**config.mk**
```make
export PLATFORM = sky130hd
export DESIGN_NAME = fcfs_sjf_tick_scheduler_core_flat
export DESIGN_NICKNAME = d
export VERILOG_FILES = /design/src/hw/rtl/fss_pkg.sv /design/src/hw/rtl/fss_if.sv /design/src/hw/rtl/fss_ram.sv /design/src/hw/rtl/fss_ctrl.sv /design/src/hw/rtl/fss_dp.sv /design/src/hw/rtl/fcfs_sjf_tick_scheduler_core.sv /design/src/flat_wrapper.sv
export SDC_FILE = /design/constraint.sdc
export NUM_CORES = 1
export LEC_CHECK = 0
export BUFFER_PORTS_ARGS = -buffer_cell sky130_fd_sc_hd__buf_2
export CAP_MARGIN = 25
export CORE_MARGIN = 5
export CORE_UTILIZATION = 25
export DETAILED_ROUTE_END_ITERATION = 10
export SYNTH_ARGS = -nofsm -noshare
export SYNTH_HDL_FRONTEND = slang
export SYNTH_SLANG_ARGS = --single-unit
```
**constraint.sdc**
```tcl
create_clock -name clk -period 7.45 [get_ports clk]
set_input_delay 1.8625 -clock clk [delete_from_list [all_inputs] [get_ports clk]]
set_output_delay 1.8625 -clock clk [all_outputs]
set_load 0.03 [all_outputs]
```
**src/hw/rtl/fss_pkg.sv**
```systemverilog
// ----------------------------------------------------------------------------
// fss_pkg: shared types and constants for the tick scheduler
// Job entry layout, event and command codes, controller/datapath structs,
// and the ordering function used during the pick scan.
// ----------------------------------------------------------------------------
package fss_pkg;

	localparam logic CMD_LOAD = 1'b0;
	localparam logic CMD_TICK = 1'b1;

	localparam logic [1:0] EV_RUN  = 2'd0;
	localparam logic [1:0] EV_FIN  = 2'd1;
	localparam logic [1:0] EV_IDLE = 2'd2;
	localparam logic [1:0] EV_DONE = 2'd3;

	localparam logic POLICY_FCFS = 1'b0;

	typedef struct packed {
		logic [15:0] id;
		logic [15:0] arr;
		logic [15:0] rem;
	} job_t;

	localparam int JOB_W = $bits(job_t);

	// controller to datapath
	typedef struct packed {
		logic       load;
		logic       scan_start;
		logic       take;
		logic       mark_done;
		logic       set_all_fin;
		logic       emit;
		logic [1:0] kind;
		logic       last;
		logic       dec_rem;
		logic       time_inc;
	} ctrl_cmd_t;

	// datapath to controller
	typedef struct packed {
		logic all_fin;
		logic cur_valid;
		logic cur_arrived;
		logic cur_rem_zero;
		logic scan_done;
		logic scan_found;
		logic out_free;
	} dp_stat_t;

	// true when candidate a must be served before b
	function automatic logic goes_first(input logic policy, input logic [31:0] now,
		input job_t a, input job_t b);
		logic [31:0] ka;
		logic [31:0] kb;
		logic        r;
		ka = ({16'd0, a.arr} > now) ? {16'd0, a.arr} : now;
		kb = ({16'd0, b.arr} > now) ? {16'd0, b.arr} : now;
		if (policy == POLICY_FCFS) begin
			if (a.arr != b.arr) r = (a.arr < b.arr);
			else                r = (a.id < b.id);
		end else begin
			if (ka != kb)             r = (ka < kb);
			else if (a.rem != b.rem)  r = (a.rem < b.rem);
			else                      r = (a.id < b.id);
		end
		return r;
	endfunction

endpackage

```
**src/hw/rtl/fss_if.sv**
```systemverilog
// ----------------------------------------------------------------------------
// fss_if: valid/ready channels of the tick scheduler
// Command channel into the block and event channel out of it.
// ----------------------------------------------------------------------------
interface fss_in_if;
	logic        valid;
	logic        ready;
	logic        cmd;
	logic [15:0] job_id;
	logic [15:0] arrival_time;
	logic [15:0] burst_length;

	modport source (output valid, cmd, job_id, arrival_time, burst_length, input ready);
	modport sink   (input valid, cmd, job_id, arrival_time, burst_length, output ready);
endinterface

interface fss_out_if;
	logic        valid;
	logic        ready;
	logic [1:0]  event_kind;
	logic [15:0] event_job;
	logic [31:0] event_time;
	logic        last_of_tick;

	modport source (output valid, event_kind, event_job, event_time, last_of_tick,
		input ready);
	modport sink   (input valid, event_kind, event_job, event_time, last_of_tick,
		output ready);
endinterface

```
**src/hw/rtl/fss_ram.sv**
```systemverilog
// ----------------------------------------------------------------------------
// fss_ram: generic single-write, single-read RAM
// One write port and one read port with registered read data.
// ----------------------------------------------------------------------------
module fss_ram #(
	parameter  int WIDTH = 48,
	parameter  int DEPTH = 16,
	localparam int AW    = (DEPTH > 1) ? $clog2(DEPTH) : 1
) (
	input  logic             clk,
	input  logic             we,
	input  logic [AW-1:0]    waddr,
	input  logic [WIDTH-1:0] wdata,
	input  logic [AW-1:0]    raddr,
	output logic [WIDTH-1:0] rdata
);

	logic [WIDTH-1:0] mem_q [DEPTH];

	always_ff @(posedge clk) begin
		if (we) mem_q[waddr] <= wdata;
		rdata <= mem_q[raddr];
	end

endmodule

```
**src/hw/rtl/fss_ctrl.sv**
```systemverilog
// ----------------------------------------------------------------------------
// fss_ctrl: tick scheduler controller
// Sequences loads, pick scans, evaluation of the selected job and event output.
// ----------------------------------------------------------------------------
module fss_ctrl import fss_pkg::*; (
	input  logic       clk,
	input  logic       arst_n,
	input  logic       in_valid,
	input  logic       in_cmd,
	output logic       in_ready,
	input  dp_stat_t   stat,
	output ctrl_cmd_t  cmd
);

	localparam logic [3:0] S_IDLE  = 4'd0;
	localparam logic [3:0] S_TICK  = 4'd1;
	localparam logic [3:0] S_SCAN  = 4'd2;
	localparam logic [3:0] S_EVAL  = 4'd3;
	localparam logic [3:0] S_EVAL2 = 4'd4;
	localparam logic [3:0] S_RUN   = 4'd5;
	localparam logic [3:0] S_IDLEV = 4'd6;
	localparam logic [3:0] S_DONE  = 4'd7;
	localparam logic [3:0] S_FIN0  = 4'd8;
	localparam logic [3:0] S_FIN0D = 4'd9;
	localparam logic [3:0] S_FIN1  = 4'd10;

	logic [3:0] st_q, st_d;
	logic       second_q, second_d;

	always_comb begin
		cmd      = '0;
		st_d     = st_q;
		second_d = second_q;
		in_ready = 1'b0;
		unique case (st_q)
			S_IDLE: begin
				in_ready = 1'b1;
				if (in_valid) begin
					if (in_cmd == CMD_LOAD) cmd.load = 1'b1;
					else                    st_d = S_TICK;
				end
			end
			S_TICK: begin
				if (stat.all_fin) begin
					st_d = S_DONE;
				end else if (!stat.cur_valid) begin
					cmd.scan_start = 1'b1;
					second_d       = 1'b0;
					st_d           = S_SCAN;
				end else begin
					st_d = S_EVAL;
				end
			end
			S_SCAN: begin
				if (stat.scan_done) begin
					if (stat.scan_found) begin
						cmd.take = 1'b1;
						st_d     = second_q ? S_EVAL2 : S_EVAL;
					end else begin
						cmd.set_all_fin = 1'b1;
						st_d            = second_q ? S_FIN0D : S_DONE;
					end
				end
			end
			S_EVAL: begin
				if (stat.cur_arrived && !stat.cur_rem_zero) begin
					st_d = S_RUN;
				end else if (stat.cur_arrived) begin
					// retire the job, then pick its successor
					cmd.mark_done  = 1'b1;
					cmd.scan_start = 1'b1;
					second_d       = 1'b1;
					st_d           = S_SCAN;
				end else begin
					st_d = S_IDLEV;
				end
			end
			S_EVAL2: begin
				if (stat.cur_arrived && !stat.cur_rem_zero) st_d = S_FIN0;
				else                                        st_d = S_FIN1;
			end
			S_RUN: begin
				if (stat.out_free) begin
					cmd.emit     = 1'b1;
					cmd.kind     = EV_RUN;
					cmd.last     = 1'b1;
					cmd.dec_rem  = 1'b1;
					cmd.time_inc = 1'b1;
					st_d         = S_IDLE;
				end
			end
			S_IDLEV: begin
				if (stat.out_free) begin
					cmd.emit     = 1'b1;
					cmd.kind     = EV_IDLE;
					cmd.last     = 1'b1;
					cmd.time_inc = 1'b1;
					st_d         = S_IDLE;
				end
			end
			S_DONE: begin
				if (stat.out_free) begin
					cmd.emit = 1'b1;
					cmd.kind = EV_DONE;
					cmd.last = 1'b1;
					st_d     = S_IDLE;
				end
			end
			S_FIN0: begin
				if (stat.out_free) begin
					cmd.emit = 1'b1;
					cmd.kind = EV_FIN;
					st_d     = S_RUN;
				end
			end
			S_FIN0D: begin
				if (stat.out_free) begin
					cmd.emit = 1'b1;
					cmd.kind = EV_FIN;
					st_d     = S_DONE;
				end
			end
			S_FIN1: begin
				if (stat.out_free) begin
					cmd.emit     = 1'b1;
					cmd.kind     = EV_FIN;
					cmd.last     = 1'b1;
					cmd.time_inc = 1'b1;
					st_d         = S_IDLE;
				end
			end
			default: begin
				st_d = S_IDLE;
			end
		endcase
	end

	always_ff @(posedge clk or negedge arst_n) begin
		if (!arst_n) begin
			st_q     <= S_IDLE;
			second_q <= 1'b0;
		end else begin
			st_q     <= st_d;
			second_q <= second_d;
		end
	end

endmodule

```
**src/hw/rtl/fss_dp.sv**
```systemverilog
// ----------------------------------------------------------------------------
// fss_dp: tick scheduler datapath
// Job table RAM, done flags, selected job, pick scan unit, time and event register.
// ----------------------------------------------------------------------------
module fss_dp import fss_pkg::*; #(
	parameter int MAX_JOBS = 16
) (
	input  logic             clk,
	input  logic             arst_n,
	input  logic             cfg_we,
	input  logic             cfg_wdata,
	input  logic [15:0]      job_id,
	input  logic [15:0]      arrival_time,
	input  logic [15:0]      burst_length,
	input  ctrl_cmd_t        cmd,
	output dp_stat_t         stat,
	fss_out_if.source        ev
);

	localparam int IW = (MAX_JOBS > 1) ? $clog2(MAX_JOBS) : 1;
	localparam int CW = $clog2(MAX_JOBS + 1);

	logic                policy_q;
	logic [CW-1:0]       count_q;
	logic [MAX_JOBS-1:0] done_q;
	logic                all_fin_q;
	logic [31:0]         time_q;
	logic                cur_valid_q;
	logic [IW-1:0]       cur_idx_q;
	job_t                cur_q;
	logic [15:0]         fin_id_q;

	logic                scan_busy_q;
	logic [CW-1:0]       scan_idx_q;
	logic                rd_pend_s1;
	logic [IW-1:0]       rd_idx_s1;
	logic                found_q;
	logic [IW-1:0]       best_idx_q;
	job_t                best_q;

	logic                out_valid_q;
	logic [1:0]          ev_kind_q;
	logic [15:0]         ev_job_q;
	logic [31:0]         ev_time_q;
	logic                ev_last_q;

	logic [JOB_W-1:0]    rd_word;
	job_t                rd_job;
	job_t                wr_job;
	logic                load_ok;
	logic                issue;
	logic                scan_done;
	logic                cand_better;
	logic [15:0]         emit_job;

	assign load_ok = cmd.load && (count_q < CW'(MAX_JOBS));
	assign wr_job  = '{id: job_id, arr: arrival_time, rem: burst_length};
	assign rd_job  = job_t'(rd_word);

	fss_ram #(.WIDTH(JOB_W), .DEPTH(MAX_JOBS)) u_table (
		.clk   (clk),
		.we    (load_ok),
		.waddr (count_q[IW-1:0]),
		.wdata (wr_job),
		.raddr (scan_idx_q[IW-1:0]),
		.rdata (rd_word)
	);

	// scan: one read issued per cycle, compared in the next cycle
	assign issue       = scan_busy_q && (scan_idx_q != count_q);
	assign scan_done   = scan_busy_q && !issue && !rd_pend_s1;
	assign cand_better = rd_pend_s1 && !done_q[rd_idx_s1] &&
		(!found_q || goes_first(policy_q, time_q, rd_job, best_q));

	always_comb begin
		case (cmd.kind)
			EV_RUN:  emit_job = cur_q.id;
			EV_FIN:  emit_job = fin_id_q;
			default: emit_job = '0;
		endcase
	end

	always_ff @(posedge clk or negedge arst_n) begin
		if (!arst_n) begin
			policy_q    <= 1'b0;
			count_q     <= '0;
			done_q      <= '0;
			all_fin_q   <= 1'b0;
			time_q      <= '0;
			cur_valid_q <= 1'b0;
			cur_idx_q   <= '0;
			scan_busy_q <= 1'b0;
			scan_idx_q  <= '0;
			rd_pend_s1  <= 1'b0;
			found_q     <= 1'b0;
			best_idx_q  <= '0;
			out_valid_q <= 1'b0;
		end else begin
			if (cfg_we) policy_q <= cfg_wdata;
			if (load_ok) begin
				count_q                  <= count_q + CW'(1);
				done_q[count_q[IW-1:0]]  <= 1'b0;
			end
			if (cmd.mark_done) begin
				done_q[cur_idx_q] <= 1'b1;
				cur_valid_q       <= 1'b0;
			end
			if (cmd.load)        all_fin_q <= 1'b0;
			else if (cmd.set_all_fin) all_fin_q <= 1'b1;
			if (cmd.time_inc && (time_q != '1)) time_q <= time_q + 32'd1;
			if (cmd.take) begin
				cur_valid_q <= 1'b1;
				cur_idx_q   <= best_idx_q;
			end
			if (cmd.scan_start) begin
				scan_busy_q <= 1'b1;
				scan_idx_q  <= '0;
				found_q     <= 1'b0;
			end else begin
				if (scan_done) scan_busy_q <= 1'b0;
				if (issue)     scan_idx_q  <= scan_idx_q + CW'(1);
				if (cand_better) begin
					found_q    <= 1'b1;
					best_idx_q <= rd_idx_s1;
				end
			end
			rd_pend_s1 <= issue;
			if (cmd.emit)      out_valid_q <= 1'b1;
			else if (ev.ready) out_valid_q <= 1'b0;
		end
	end

	always_ff @(posedge clk) begin
		rd_idx_s1 <= scan_idx_q[IW-1:0];
		if (cand_better)   best_q   <= rd_job;
		if (cmd.mark_done) fin_id_q <= cur_q.id;
		if (cmd.take)         cur_q     <= best_q;
		else if (cmd.dec_rem) cur_q.rem <= cur_q.rem - 16'd1;
		if (cmd.emit) begin
			ev_kind_q <= cmd.kind;
			ev_job_q  <= emit_job;
			ev_time_q <= time_q;
			ev_last_q <= cmd.last;
		end
	end

	assign ev.valid        = out_valid_q;
	assign ev.event_kind   = ev_kind_q;
	assign ev.event_job    = ev_job_q;
	assign ev.event_time   = ev_time_q;
	assign ev.last_of_tick = ev_last_q;

	assign stat.all_fin      = all_fin_q;
	assign stat.cur_valid    = cur_valid_q;
	assign stat.cur_arrived  = ({16'd0, cur_q.arr} <= time_q);
	assign stat.cur_rem_zero = (cur_q.rem == '0);
	assign stat.scan_done    = scan_done;
	assign stat.scan_found   = found_q;
	assign stat.out_free     = !out_valid_q || ev.ready;

endmodule

```
**src/hw/rtl/fcfs_sjf_tick_scheduler_core.sv**
```systemverilog
// ----------------------------------------------------------------------------
// fcfs_sjf_tick_scheduler_core: non-preemptive FCFS / SJF tick scheduler
// Loads jobs into a table and, per tick, reports running, finished, idle or
// all-done events, picking the next job by arrival or by readiness, then shortest burst.
// ----------------------------------------------------------------------------
//
//  channel     dir  handshake          payload
//  ---------   ---  -----------------  ---------------------------------------------
//  job_in      in   valid/ready        cmd, job_id, arrival_time, burst_length
//  event_out   out  valid/ready        event_kind, event_job, event_time, last_of_tick
//  cfg         in   cfg_we             cfg_wdata (policy_mode)
//
//  A load transaction completes in its accept cycle; the next one can follow at once.
//  A tick needs one pick scan for each pick it makes (at most two); the pick
//  scan reads the job table RAM one entry per cycle through its single read port.
//  The event register frees the input side: a tick can start while an event waits.
//  Stalls on event_out hold the controller in its emit state until the slot frees.
//  arst_n clears control state; the job table is not cleared and needs no sweep.
//
module fcfs_sjf_tick_scheduler_core import fss_pkg::*; #(
	parameter int MAX_JOBS = 16
) (
	input  logic        clk,
	input  logic        arst_n,
	input  logic        cfg_we,
	input  logic        cfg_wdata,
	fss_in_if.sink      job_in,
	fss_out_if.source   event_out
);

	ctrl_cmd_t cmd;
	dp_stat_t  stat;

	// controller: owns the handshake on job_in and the tick sequence
	fss_ctrl u_ctrl (
		.clk      (clk),
		.arst_n   (arst_n),
		.in_valid (job_in.valid),
		.in_cmd   (job_in.cmd),
		.in_ready (job_in.ready),
		.stat     (stat),
		.cmd      (cmd)
	);

	// datapath: table, selection scan, time and the event register
	fss_dp #(.MAX_JOBS(MAX_JOBS)) u_dp (
		.clk          (clk),
		.arst_n       (arst_n),
		.cfg_we       (cfg_we),
		.cfg_wdata    (cfg_wdata),
		.job_id       (job_in.job_id),
		.arrival_time (job_in.arrival_time),
		.burst_length (job_in.burst_length),
		.cmd          (cmd),
		.stat         (stat),
		.ev           (event_out)
	);

`ifndef SYNTHESIS
	// an event is written only into a free slot
	a_emit_free: assert property (@(posedge clk) disable iff (!arst_n)
		cmd.emit |-> stat.out_free)
		else $error("event written while event register still full");

	// a job is taken only at the end of a scan that found one
	a_take_found: assert property (@(posedge clk) disable iff (!arst_n)
		cmd.take |-> (stat.scan_done && stat.scan_found))
		else $error("job taken without a finished successful scan");

	// once everything is done no job stays selected
	a_fin_no_cur: assert property (@(posedge clk) disable iff (!arst_n)
		stat.all_fin |-> !stat.cur_valid)
		else $error("all done flagged while a job is selected");

	// idle and done events carry no job id
	a_zero_job: assert property (@(posedge clk) disable iff (!arst_n)
		(event_out.valid && (event_out.event_kind == EV_IDLE ||
		event_out.event_kind == EV_DONE)) |-> (event_out.event_job == 16'd0))
		else $error("idle or done event with nonzero job id");
`endif

endmodule

```
**src/flat_wrapper.sv**
```systemverilog
// flat-port wrapper written by rule: the top's interface ports become plain ports
module fcfs_sjf_tick_scheduler_core_flat import fss_pkg::*;
#(
	parameter int MAX_JOBS = 16
)
  (clk, arst_n, cfg_we, cfg_wdata, job_in_valid, job_in_cmd, job_in_job_id, job_in_arrival_time, job_in_burst_length, job_in_ready, event_out_valid, event_out_event_kind, event_out_event_job, event_out_event_time, event_out_last_of_tick, event_out_ready);
  fss_in_if job_in_i ();
  fss_out_if event_out_i ();
  input  logic clk;
  input  logic arst_n;
  input  logic cfg_we;
  input  logic cfg_wdata;
  input wire logic [$bits(job_in_i.valid)-1:0] job_in_valid;
  input wire logic [$bits(job_in_i.cmd)-1:0] job_in_cmd;
  input wire logic [$bits(job_in_i.job_id)-1:0] job_in_job_id;
  input wire logic [$bits(job_in_i.arrival_time)-1:0] job_in_arrival_time;
  input wire logic [$bits(job_in_i.burst_length)-1:0] job_in_burst_length;
  output wire logic [$bits(job_in_i.ready)-1:0] job_in_ready;
  output wire logic [$bits(event_out_i.valid)-1:0] event_out_valid;
  output wire logic [$bits(event_out_i.event_kind)-1:0] event_out_event_kind;
  output wire logic [$bits(event_out_i.event_job)-1:0] event_out_event_job;
  output wire logic [$bits(event_out_i.event_time)-1:0] event_out_event_time;
  output wire logic [$bits(event_out_i.last_of_tick)-1:0] event_out_last_of_tick;
  input wire logic [$bits(event_out_i.ready)-1:0] event_out_ready;
  assign job_in_i.valid = job_in_valid;
  assign job_in_i.cmd = job_in_cmd;
  assign job_in_i.job_id = job_in_job_id;
  assign job_in_i.arrival_time = job_in_arrival_time;
  assign job_in_i.burst_length = job_in_burst_length;
  assign job_in_ready = job_in_i.ready;
  assign event_out_valid = event_out_i.valid;
  assign event_out_event_kind = event_out_i.event_kind;
  assign event_out_event_job = event_out_i.event_job;
  assign event_out_event_time = event_out_i.event_time;
  assign event_out_last_of_tick = event_out_i.last_of_tick;
  assign event_out_i.ready = event_out_ready;
  fcfs_sjf_tick_scheduler_core #(.MAX_JOBS(MAX_JOBS)) u_core (.clk(clk), .arst_n(arst_n), .cfg_we(cfg_we), .cfg_wdata(cfg_wdata), .job_in(job_in_i), .event_out(event_out_i));
endmodule
```
# --- Word level (Yosys, flattened, before mapping) ---
# Memories as Yosys holds them, arrays and structs flattened. A register that Yosys moved wholly into a read port is not among the register bits.
# Cells that the tools add are included.
op_classes:
  add_sub_neg: 4
  n_lt_le_gt_ge: 13
  eq_ne: 26
  muxes: 77
  bitwise: 4
  n_reduce_logical: 35
op_table:
  columns: ["op", "n"]
  rows:
  - ["> comparator 16 x 32 -> 1 bit", 2]
  - ["two-way mux 16 bit", 4]
  - ["two-way mux 32 bit", 2]
  - ["< comparator 16 bit", 3]
  - ["two-way mux 4 bit", 12]
  - ["two-way mux 1 bit", 41]
  - ["adder 32 x 1 -> 32 bit (second input constant)", 1]
  - ["<= comparator 16 x 32 -> 1 bit", 1]
  - ["< comparator 32 bit", 1]
  - ["inequality test 16 bit", 2]
  - ["inequality test 32 bit", 1]
  - ["inequality test 32 bit (second input constant)", 1]
  - ["case mux 16 bit (2 select lines)", 1]
  - ["case mux 4 bit (8 select lines)", 1]
  - ["AND 16 bit", 1]
  - ["equality test 4 x 3 -> 1 bit (second input constant)", 4]
  - ["zero test 16 bit", 1]
  - ["inverter 16 bit", 1]
  - ["OR 16 bit", 1]
  - ["nonzero test 2 bit", 8]
  - ["subtractor 16 x 1 -> 16 bit (second input constant)", 1]
  - ["< comparator 4 x 5 -> 1 bit (second input constant)", 3]
  - ["case mux 3 bit (5 select lines)", 1]
  - ["inequality test 2 bit (second input constant)", 7]
  - ["other kinds (28)", 58]
totals:
  regBits: 245
  ram_bits: 768
  in_bits: 55
  out_inout_bits: 53
  word_cells: 187
  memories: 1
memory_table:
  columns: ["name", "words", "width", "read_ports", "rd_ports_with_merged_regs", "write_ports", "line", "rtl"]
  rows:
  - ["u_core.u_dp.u_table.mem_q", 16, 48, 1, 1, 1, "fss_ram.sv:18", "logic [WIDTH-1:0] mem_q [DEPTH];"]

# --- Longest topological paths before layout ---
depth:
  word_depth: 9
  ltp_mapped: 21
  ltp_nobuf: 19

# --- Cells and area by module ---
# A second synthesis with hierarchy kept.
hier_totals:
  hier_cells: 2352
  area_unflattened_um2: 42794.8
by_module_without_submodules:
  columns: ["mod", "n_inst", "cells_per_inst", "area_per_inst_um2", "seq_area_each_um2"]
  rows:
  - ["fss_ram", 1, 1242, 29691.0, 24023.0]
  - ["fss_dp", 1, 1042, 12503.2, 6801.5]
  - ["fss_ctrl", 1, 68, 600.6, 125.1]

# --- Worst setup path after synthesis ---
# No wires, ideal clock.
synth_timing:
  path_type: "reg-to-reg"
  from: "reg u_core.u_dp.time_q[8]"
  to: "reg u_core.u_dp.best_q[0] (netlist name) (enable)"
  setup_ps: 527
  arrival_ps: 7035
  t_required_ps: 6923
  slack_ps: -112
  stages_incl_launch_ff: 21
  n_path_buf: 2
  synth_period_minus_slack_ps: 7562
  cell_sequence: "dfrtp_1 -> clkbuf_1 -> inv_1 -> ha_1 -> a21o_1 -> a21o_1 -> a21oi_1 -> o21ai_0 -> a21o_1 -> a21oi_1 -> o22ai_2 -> buf_2 -> mux2_2 -> ha_1 -> a21oi_1 -> o211ai_1 -> a221oi_1 -> o21ai_0 -> o21ai_0 -> o32ai_1 -> a21boi_0"
synth_between:
  elab_chain_cells: 7
  word_cells_on_any_way: 10
  classes_between: "order compare: 3; eq/ne: 1; mux: 4; reduce/logical: 2"
synth_rtl:
  columns: ["element", "line", "rtl"]
  rows:
  - ["start: declaration", "fss_dp.sv:27", "logic [31:0] time_q;"]
  - ["start signal: assignment", "fss_dp.sv:110", "if (cmd.time_inc && (time_q != '1)) time_q <= time_q + 32'd1;"]
  - ["> comparator 16 x 32 -> 1 bit, on equally long branches", "fss_pkg.sv:57, fss_pkg.sv:58", null]
  - ["two-way mux 32 bit, on equally long branches", "fss_pkg.sv:57, fss_pkg.sv:58", null]
  - ["< comparator 32 bit / inequality test 32 bit (equally long branches)", "fss_pkg.sv:63", "if (ka != kb) r = (ka < kb);"]
  - ["two-way mux 1 bit (*)", "fss_pkg.sv:63", null]
  - ["two-way mux 1 bit (*)", "fss_pkg.sv:59", "if (policy == POLICY_FCFS) begin"]
  - ["logical OR 1 bit (*)", "fss_dp.sv:73", "(!found_q || goes_first(policy_q, time_q, rd_job, best_q));"]
  - ["logical AND 1 bit (*)", "fss_dp.sv:72", "assign cand_better = rd_pend_s1 && !done_q[rd_idx_s1] &&"]
  - ["net u_core.u_dp.cand_better", "fss_dp.sv:53", "logic cand_better;"]
  - ["end signal: assignment", "fss_dp.sv:135", "if (cand_better) best_q <= rd_job;"]
  - ["end: declaration", "fss_dp.sv:39", "job_t best_q;"]
# Mark *: on every way through the listed nets, which the timed path passes. The rest lies on a longest branch.
# A chain may end at the register's enable or synchronous reset.

# --- Worst setup path after layout ---
layout_timing:
  from: "reg u_core.u_dp.time_q[18]"
  to: "reg u_core.u_dp.best_q[41] (netlist name) (enable)"
# The elaborated chain is that of the path after synthesis.

==> metrics <==
status=finished, final reports clean; post-synthesis cell area=0.0426 sq mm; Final min period=5.79 ns; Yosys reg bits=1061; CP Max Fanout=38; die area=0.179 sq mm; clk slew on worst S/H paths=around 0.06 ns; top post-synthesis cells by count=edfxtp_1 (931), mux4_2 (244), ha_1 (136); peak supply drop=0.233 mV; post-CTS setup buffer count=0; Hold Buf Count CTS=0; Core Util, Final=0.292; Slew @ Worst Pin=0.939 ns; Buffers on Ports=107; io pins=108; average cell area after synthesis=approximately 19 sq um; first-pass iteration count of the detailed router=8; Die Height=423 um; Pleak=0.0164 uW; CTS tree=done; Ys Warns=0; first-pass GRT wire length=147000 um; post-synthesis cell count=2205; post-synthesis sequential area ratio=0.726; Req. time, crit path=7.74 ns; fmax=173 MHz; Final TNS setup=0 ns; Layout area overhead=16.2%; GP Congestion=0.808; Sink Count=1061; Post-synth EDFFs=931; fin crit share=0.777; cell taking the most area after synthesis=edfxtp_1; Inserted Clock Buffers=104; most frequent cell after synthesis=edfxtp_1; Tot GR Track Use=0.108; Initial Utilization=0.251; WL/cell=21.1 um; largest net degree at the start of global routing=60; DR iter-0 viols=approximately 1600; vias per std cell=4.47; layout net count=2554; via count=20900; num rows=151; number of global-route vias before repair=around 21000; Final Hold Viols=0; die width=423 um; clk buf depth=3; Finish-stage setup viols=0; asr flop ratio synth=0.0735; Post-Syn Nets=2396; # DRC=0; Core ar.=0.169 sq mm; post-synthesis cell type count=64; startpoint types=flip-flop; filler instances=16400; Synth top area share=0.656; gr ovfl total=0; type of the worst setup path=flip-flop to flip-flop; HPWL after DPL=about 57000 um; Clk Latency, worst-skew pair=0.68 ns; clk root buf=clkbuf_16; Max H-tree Level=3; Detail Route Antenna Nets=0; P per Cell Area=between 300 and 400 mW/mm^2; Slew Limit Headroom=0.368; Worst Skew=0.0419 ns; Slew Viols, Final=0; crit path capture type=flip-flop; Hold Crit Class=flip-flop to flip-flop; fraction of layout cells with a size suffix above 1=0.247; initial antenna violation count=34; dominant cells by area after synthesis=edfxtp_1 (66%), mux4_2 (13%), dfrtp_1 (4.6%); crit path DAT=6.08 ns; # Max-Cap Violations=0; setup repair after global routing missed its margin=no; total wire length=between 90000 and 100000 um; Synth Flop Type=edfxtp_1; cts repair resizes=0; Hold WS=0.437 ns
## worst max-delay path: stages, from the launching register on
cell	delay, ns
dfrtp_1	0.47
nor4_1	0.39
and4_1	0.36
o41ai_1	0.14
or3_1	0.33
o22ai_2	0.67
mux2_2	0.42
ha_1	0.33
a21oi_1	0.15
o211ai_1	0.12
a221oi_1	0.30
o21ai_0	0.15
o21ai_0	0.33
o32ai_1	0.21
a21boi_4	0.43
buf_4	0.56
## metrics by stage
step	area (sq um)	total power [uW]	setup WS [ns]	instances
5_1_grt	49500	18600	1.22	4669
3_5_place_dp	45900	12400	1.58	4473
6_report	49500	17700	1.66	4673
4_1_cts	49500	17900	1.52	4667
3_3_place_gp	45900	12300	1.64	4473
2_1_floorplan	42600	11000	1.15	2205
## routing by layer
| metal | GRT usage | routed length, um | vias to the layer above |
|---|---|---|---|
| li1 | - | - | 9242 |
| met1 | 0.145 | 43000 | 11000 |
| met2 | 0.184 | 48900 | 495 |
| met3 | 0.0193 | 5040 | 157 |
| met4 | 0.0237 | 1840 | 6 |
| met5 | 0 | 41 | - |
## path summary, 6_finish.rpt
check	from	endpoint	slack (ns)	depth (start not counted)
max	u_core.u_dp.time_q[18]	u_core.u_dp.best_q[41]	1.66	15
min	u_core.u_dp.u_table.rdata[8]	u_core.u_dp.best_q[8]	0.44	0
max reg2reg	u_core.u_dp.time_q[18]	u_core.u_dp.best_q[41]	1.66	15
min reg2reg	u_core.u_dp.u_table.rdata[8]	u_core.u_dp.best_q[8]	0.44	0
max in group asynchronous	arst_n	u_core.u_dp.scan_idx_q[0]	5.17	2
min in group asynchronous	arst_n	u_core.u_dp.time_q[21]	1.08	1
## registers in the layout, indices dropped and copies added (netlist names), 2 cells and up
signal / cells
u_core.u_dp.ev.event_kind: 2
u_core.u_dp.u_table.rdata: 48
u_core.u_dp.time_q: 32
u_core.u_dp.count_q: 5
u_core.u_ctrl.st_q: 4
u_core.u_dp.u_table.mem_q: 768
u_core.u_dp.fin_id_q: 16
u_core.u_dp.cur_idx_q: 4
u_core.u_dp.ev.event_job: 16
u_core.u_dp.cur_q: 48
u_core.u_dp.ev.event_time: 32
u_core.u_dp.scan_idx_q: 5
u_core.u_dp.best_q: 48
u_core.u_dp.done_q: 16
u_core.u_dp.best_idx_q: 4
u_core.u_dp.rd_idx_s1: 4
## placed cells by master (no fill, tap or decap), types with 17 or more instances in the layout
cell type	count
xnor2_1	41
dfrtp_1	74
o21ai_0	42
bufinv_16	17
a21o_1	18
buf_2	106
nand4_1	31
mux2i_1	19
inv_1	102
dfxtp_1	52
clkbuf_16	105
nor3_1	17
mux2_2	25
a22o_1	17
nand2_1	65
clkinv_2	17
nand3_1	33
mux4_2	244
clkbuf_1	20
nor2_1	35
buf_4	36
edfxtp_1	931
nor4_1	17
ha_1	136
a21oi_1	48
## kinds of logic after synthesis
| group | after synthesis | synth area share |
|---|---|---|
| DFF | 1061 | 0.726 |
| and+or+nand+nor | 289 | 0.0371 |
| muxes | 288 | 0.140 |
| buffers and inverters | 194 | 0.0174 |
| AOI/OAI and AO/OA | 181 | 0.0278 |
| adders and majority gates | 136 | 0.0399 |
| xor gates and xnor gates | 56 | 0.0115 |
## area by class of cell
type                       count  area (sq um)  area share
inverter                     103           387     0.00781
antenna                        4          10.0    0.000202
sequential                  1061         31000       0.625
timing repair buffer         143           828      0.0167
multi-input combinational    950         11000       0.222
clock buffer                 131          2790      0.0562
clock inverter                63           798      0.0161
tap                         2218          2780      0.0560
## power by group
part           internal (uW)  switching, uW  leakage, uW
logic                   2050           2250      0.00488
clock network           3240           2230      0.00174
registers               7240            649      0.00978
total                  12500           5140       0.0164
No activity file was read; power rests on OpenSTA's default activity.
